### src/design/tsil_pkg.sv
// Package for the timestamp sorted insert list: sizes, mode codes, word types.
// Used by tsil_cell and timestamp_sorted_insert_list; depends on nothing else.
package tsil_pkg;

   localparam int CAPACITY    = 16;
   localparam int STAMP_BITS  = 32;
   localparam int HANDLE_BITS = 16;
   localparam int COUNT_BITS  = $clog2(CAPACITY + 1);

   typedef enum logic [1:0] {
      MODE_INSERT  = 2'd0,
      MODE_RESTART = 2'd1,
      MODE_NEXT    = 2'd2
   } mode_type;

   typedef struct packed {
      logic [STAMP_BITS-1:0]  stamp;
      logic [HANDLE_BITS-1:0] handle;
   } entry_type;

   // What one cell hands to its right-hand neighbor
   typedef struct packed {
      logic      ins;
      entry_type entry;
   } link_type;

   typedef struct packed {
      mode_type               mode;
      logic [STAMP_BITS-1:0]  stamp;
      logic [HANDLE_BITS-1:0] message_handle;
   } req_type;

   typedef struct packed {
      logic                   item_valid;
      logic [STAMP_BITS-1:0]  out_stamp;
      logic [HANDLE_BITS-1:0] out_handle;
      logic                   scan_done;
      logic                   insert_refused;
      logic [COUNT_BITS-1:0]  entry_count;
   } rsp_type;

endpackage

### src/design/timestamp_sorted_insert_list.sv
// Top level of the timestamp sorted insert list: a row of tsil_cell slots,
// fill count, scan cursor and the registered result word. Depends on tsil_pkg.
//
//   channel   ports                  handshake
//   -------   --------------------   ------------------------------------
//   request   start, busy, req       word taken when start && !busy
//   result    rsp_strobe, rsp        word valid for one cycle, no backpressure
//
// Every request word is taken when offered; busy stays low, so a word may
// follow in every cycle. An insert compares the new stamp in all cells at once
// and shifts the tail right by one slot in that same cycle.
// The result word appears on the cycle after the request is taken.
// Synchronous reset empties the list and parks the cursor at the front;
// slot contents are not cleared, empty slots are never read.
module timestamp_sorted_insert_list (
   input  logic              clock,
   input  logic              reset,
   input  logic              start,
   output logic              busy,
   input  tsil_pkg::req_type req,
   output logic              rsp_strobe,
   output tsil_pkg::rsp_type rsp
);
   import tsil_pkg::*;

   localparam int IDX_BITS = $clog2(CAPACITY);

   logic                  accept;
   logic [COUNT_BITS-1:0] fill_ff, fill_in;
   logic [COUNT_BITS-1:0] cursor_ff, cursor_in;
   logic                  rsp_strobe_ff;
   rsp_type               rsp_ff, rsp_in;
   logic                  full;
   logic                  insert_en;
   logic                  has_item;
   logic [CAPACITY-1:0]   occupied;
   entry_type             new_entry;
   entry_type             read_entry;
   link_type              links [CAPACITY];

   assign busy      = 1'b0;
   assign accept    = start && !busy;
   assign full      = (fill_ff == COUNT_BITS'(CAPACITY));
   assign insert_en = accept && (req.mode == MODE_INSERT) && !full;
   assign has_item  = (cursor_ff < fill_ff);

   assign new_entry.stamp  = req.stamp;
   assign new_entry.handle = req.message_handle;

   // Build the chain of slots; the leftmost slot sees no insert from the left
   genvar gi;
   generate
      for (gi = 0; gi < CAPACITY; gi++) begin : g_cell
         link_type prev_link;
         assign occupied[gi] = (COUNT_BITS'(gi) < fill_ff);
         if (gi == 0) begin : g_head
            assign prev_link = '0;
         end else begin : g_body
            assign prev_link = links[gi-1];
         end
         tsil_cell u_cell (
            .clock     (clock),
            .insert_en (insert_en),
            .occupied  (occupied[gi]),
            .new_entry (new_entry),
            .prev_link (prev_link),
            .link      (links[gi])
         );
      end
   endgenerate

   // Select the slot under the cursor
   assign read_entry = links[cursor_ff[IDX_BITS-1:0]].entry;

   // Next fill count and cursor
   always_comb begin
      fill_in   = fill_ff;
      cursor_in = cursor_ff;
      if (accept) begin
         case (req.mode)
            MODE_INSERT: begin
               cursor_in = '0;
               if (!full) begin
                  fill_in = fill_ff + COUNT_BITS'(1);
               end
            end
            MODE_RESTART: begin
               cursor_in = '0;
            end
            MODE_NEXT: begin
               if (has_item) begin
                  cursor_in = cursor_ff + COUNT_BITS'(1);
               end
            end
            default: begin
            end
         endcase
      end
   end

   // Assemble the result word from the post-step status
   always_comb begin
      rsp_in                = '0;
      rsp_in.scan_done      = (cursor_in >= fill_in);
      rsp_in.entry_count    = fill_in;
      case (req.mode)
         MODE_INSERT: begin
            rsp_in.insert_refused = full;
         end
         MODE_NEXT: begin
            if (has_item) begin
               rsp_in.item_valid = 1'b1;
               rsp_in.out_stamp  = read_entry.stamp;
               rsp_in.out_handle = read_entry.handle;
            end
         end
         default: begin
         end
      endcase
   end

   // Control state
   always_ff @(posedge clock) begin
      if (reset) begin
         fill_ff       <= '0;
         cursor_ff     <= '0;
         rsp_strobe_ff <= 1'b0;
      end else begin
         fill_ff       <= fill_in;
         cursor_ff     <= cursor_in;
         rsp_strobe_ff <= accept;
      end
   end

   // Result word
   always_ff @(posedge clock) begin
      rsp_ff <= rsp_in;
   end

   assign rsp_strobe = rsp_strobe_ff;
   assign rsp        = rsp_ff;

   // Fill count never exceeds the number of slots
   a_fill_bound: assert property (@(posedge clock) disable iff (reset)
      fill_ff <= COUNT_BITS'(CAPACITY))
      else $error("fill count above capacity");

   // Cursor never runs past the fill count
   a_cursor_bound: assert property (@(posedge clock) disable iff (reset)
      cursor_ff <= fill_ff)
      else $error("scan cursor past fill count");

   // An accepted insert parks the cursor at the front
   a_insert_cursor: assert property (@(posedge clock) disable iff (reset)
      accept && (req.mode == MODE_INSERT) |=> cursor_ff == '0)
      else $error("cursor not at front after insert");

   // A refused insert only happens on a full list and leaves it full
   a_refuse_full: assert property (@(posedge clock) disable iff (reset)
      rsp_strobe && rsp.insert_refused |-> rsp.entry_count == COUNT_BITS'(CAPACITY))
      else $error("insert refused on a list that is not full");

   // A returned item advances the cursor
   a_read_advance: assert property (@(posedge clock) disable iff (reset)
      accept && (req.mode == MODE_NEXT) && has_item |=> cursor_ff == $past(cursor_ff) + 1'b1)
      else $error("cursor did not advance on read");

endmodule

### src/design/tsil_cell.sv
// One slot of the sorted list: holds a stamp/handle pair and shifts right on insert.
// Depends on tsil_pkg.
module tsil_cell (
   input  logic               clock,
   input  logic               insert_en,
   input  logic               occupied,
   input  tsil_pkg::entry_type new_entry,
   input  tsil_pkg::link_type  prev_link,
   output tsil_pkg::link_type  link
);
   import tsil_pkg::*;

   entry_type entry_ff;
   entry_type entry_in;
   logic      ins_here;

   // New word goes at or before this slot when the slot is empty or not earlier
   assign ins_here = !occupied || (new_entry.stamp <= entry_ff.stamp);

   // Take the neighbor's word when the insert point lies to the left,
   // take the new word when the insert point is here, else hold
   always_comb begin
      entry_in = entry_ff;
      if (insert_en) begin
         if (prev_link.ins) begin
            entry_in = prev_link.entry;
         end else if (ins_here) begin
            entry_in = new_entry;
         end
      end
   end

   always_ff @(posedge clock) begin
      entry_ff <= entry_in;
   end

   assign link.ins   = ins_here || prev_link.ins;
   assign link.entry = entry_ff;

endmodule

### config.mk
export PLATFORM = sky130hd
export DESIGN_NAME = timestamp_sorted_insert_list
export DESIGN_NICKNAME = d
export VERILOG_FILES = /design/src/design/tsil_pkg.sv /design/src/design/timestamp_sorted_insert_list.sv /design/src/design/tsil_cell.sv
export SDC_FILE = /design/constraint.sdc
export NUM_CORES = 2
export LEC_CHECK = 0
export BUFFER_PORTS_ARGS = -buffer_cell sky130_fd_sc_hd__buf_4
export CAP_MARGIN = 20
export CELL_PAD_IN_SITES_DETAIL_PLACEMENT = 1
export CELL_PAD_IN_SITES_GLOBAL_PLACEMENT = 1
export CORE_MARGIN = 5
export CORE_UTILIZATION = 49
export CTS_CLUSTER_SIZE = 8
export DETAILED_ROUTE_END_ITERATION = 7
export MAX_ROUTING_LAYER = met4
export PLACE_DENSITY_LB_ADDON = 0.1
export SKIP_CTS_REPAIR_TIMING = 1
export SLEW_MARGIN = 20
export SYNTH_ARGS = -nofsm -noshare
export SYNTH_HDL_FRONTEND = slang
export SYNTH_HIERARCHICAL = 1
export SYNTH_SLANG_ARGS = --single-unit
### constraint.sdc
create_clock -name clock -period 13.51 [get_ports clock]
set_clock_uncertainty 0.1 [all_clocks]
set_input_delay 2.0265 -clock clock [delete_from_list [all_inputs] [get_ports clock]]
set_output_delay 2.0265 -clock clock [all_outputs]
set_load 0.005 [all_outputs]
==> impl_results.md <==
- Status: complete, but fails checks
- Failing checks: setup timing
- Detail Placement HPWL: 126 mm
- Reg area: 24400 µm²
- Final Total Pwr: 6.36 mW
- Worst min path class: reg -> reg
- Number of I/O port buffers: 109
- Fillcell total: 10798
- Final #Nets: 5014
- Max Freq: 70.8 MHz
- Layout cell share with drive strength beyond 1: 0.186
- Wire length per cell: 31.0 µm
- P_int: 4.77 mW
- Yosys warns: 6
- Slew headroom: 0.260
- Pwr Density: 102 nW/µm²
- RePlAce Congestion: 0.887
- Total iterations of the first detailed-routing run: 7
- Max clock buf depth: 3
- Hold Vio Cnt, Final: 0
- Core ar.: 109000 µm²
- Leakage: 24.0 nW
- Antenna violations before repair: 5
- Die Height: 342 µm
- Switching power: 1.59 mW
- Die width: 342 µm
- Switching fraction of total power: 0.251
- Seq pwr share: 0.462
- Fin. max-slew vios: 0
- Cts bufs inserted: 115
- Worst-Margin Slew: 1.11 ns
- Initial Util: 0.495
- CP max stage delay: 0.60 ns
- Die area: 117000 µm²
- Avg Cell Area, Syn: 13.2 µm²
- Synthesized instance count: 4092
- Detailed Route Iter0 Violations: 3408
- Final worst-path cycle share: 1.05
- Combinational power share: 0.096
- Slowest CP cell: or4_4
- Post-DR vias/cell: 6.25
- Worst IR Drop VDD: 0.0000999 V
- Clock root buffer: clkbuf_16
- Worst Path Required: 13.83 ns
- Clk_lat worst skew: 0.72 ns
- Startpoint types: input pin
- CP Capture Type: flip-flop
- Vias: 37598
- Grt total ovfl: 0
- Unrepaired setup endpoints after global routing: yes
- Total track usage: 0.320
- Crit Path Category: in -> reg
- Non-Filler Instances: 6019
- Crit path time final: 14.13 ns
- Pre-CTS setup slack: -1.53 ns
- Row count: 121
- DRC: 0
- Drt total wl: 186 mm
- Final ANT Viol Nets: 0
- First-pass GRT wire length: 269 mm
- Worst Path Arrival: 14.45 ns
- P&R area growth vs syn: 15.0%
- Area taken by multi-input logic gates: 27800 µm²
- Clock Sinks: 835
- Max Fanout on Critical Path: 21
- Largest net degree at the start of global routing: 123
- Final worst slack: -0.619 ns
- Vias in the first global route: 39463
- Io pins: 111
- Max-capacitance violation count: 0
- Final setup vio count: 96
- Clock Power Share: 0.442
- Mapped Area: 54100 µm²
- H-tree depth: 3
- Clk slew on worst S/H paths: 0.05 ns
- Placed Cells: 5775
- CTS tree: yes
state kept, by name (all words and copies together) (netlist names):
signal,count
cursor_ff,5
rsp,56
fill_ff,5
rsp_strobe,1
g_cell.u_cell/link,768
power groups by stage:
stage               registers [mW]  clock network, mW  logic (mW)
floorplan                     2.96                  0       0.327
global placement              2.99                  0       0.571
detailed placement            2.99                  0       0.592
CTS                           2.94               2.86       0.597
global route                  2.94               2.99       0.661
finish                        2.94               2.81       0.610
placed cells by master, fill, tap and decap left out, types with 13 or more instances in the layout:
cell type / instances
edfxtp_1: 768
mux2_1: 751
inv_1: 524
ha_1: 514
buf_4: 297
a21oi_1: 203
mux4_2: 192
nand2_1: 142
clkbuf_16: 122
nand4_1: 101
mux2i_1: 97
clkbuf_1: 95
o21ai_0: 73
dfxtp_1: 64
conb_1: 54
nand3_1: 50
nor2_1: 47
a221oi_1: 32
or4_4: 32
o22ai_1: 28
nand2b_1: 20
o22ai_2: 20
nor2b_1: 19
nor3_1: 17
nand4_4: 17
o21ai_1: 16
a21boi_0: 16
o21bai_2: 16
and2b_4: 16
o211ai_1: 16
a2111o_1: 16
nor3b_4: 16
nor2_4: 15
nand4_2: 15
buf_12: 13
final cells by class:
cell class / instances / share of cell area
inverter: 526 / 0.0318
clock inverter: 3 / 0.000785
multi-input combinational: 2634 / 0.447
tap: 1476 / 0.0297
antenna: 4 / 0.000161
clock buffer: 216 / 0.0541
timing repair buffer: 325 / 0.0435
sequential: 835 / 0.393
stage by stage:
stage | instance area (µm²) | TNS, ns | hold slack, ns | utilization
global route | 62100 | -110.91 | 0.473 | 0.569
finish | 62200 | -45.09 | 0.456 | 0.569
floorplan | 54400 | -10.37 | 0.397 | -
detailed placement | 58200 | -249.86 | 0.445 | 0.533
CTS | 61600 | -92.23 | 0.457 | 0.564
global placement | 58100 | -148.39 | 0.434 | 0.533
per-layer routing:
layer | GRT usage | up-vias | routed length [µm]
met5 | - | - | 0
met4 | 0.0878 | 0 | 5730
met3 | 0.0585 | 271 | 13900
met2 | 0.515 | 1294 | 88300
met1 | 0.421 | 19687 | 78600
li1 | - | 16346 | -
path summary, 6_finish.rpt:
check	slack [ns]	from	endpoint	cells after the start
max	-0.62	req[34]	g_cell[15].u_cell/link[13]	70
min	0.46	g_cell[14].u_cell/link[1]	g_cell[15].u_cell/link[1]	1
max reg2reg	0.08	g_cell[0].u_cell/link[47]	g_cell[15].u_cell/link[13]	69
min reg2reg	0.46	g_cell[14].u_cell/link[1]	g_cell[15].u_cell/link[1]	1
critical path: cells and delay by family:
kind                       cells  cell delay [ns]
AOI/OAI and AO/OA             31             5.47
adders and majority gates      1             0.25
buffers and inverters          5             0.80
and+or+nand+nor               33             5.82
(Power assumes the default switching activity.)
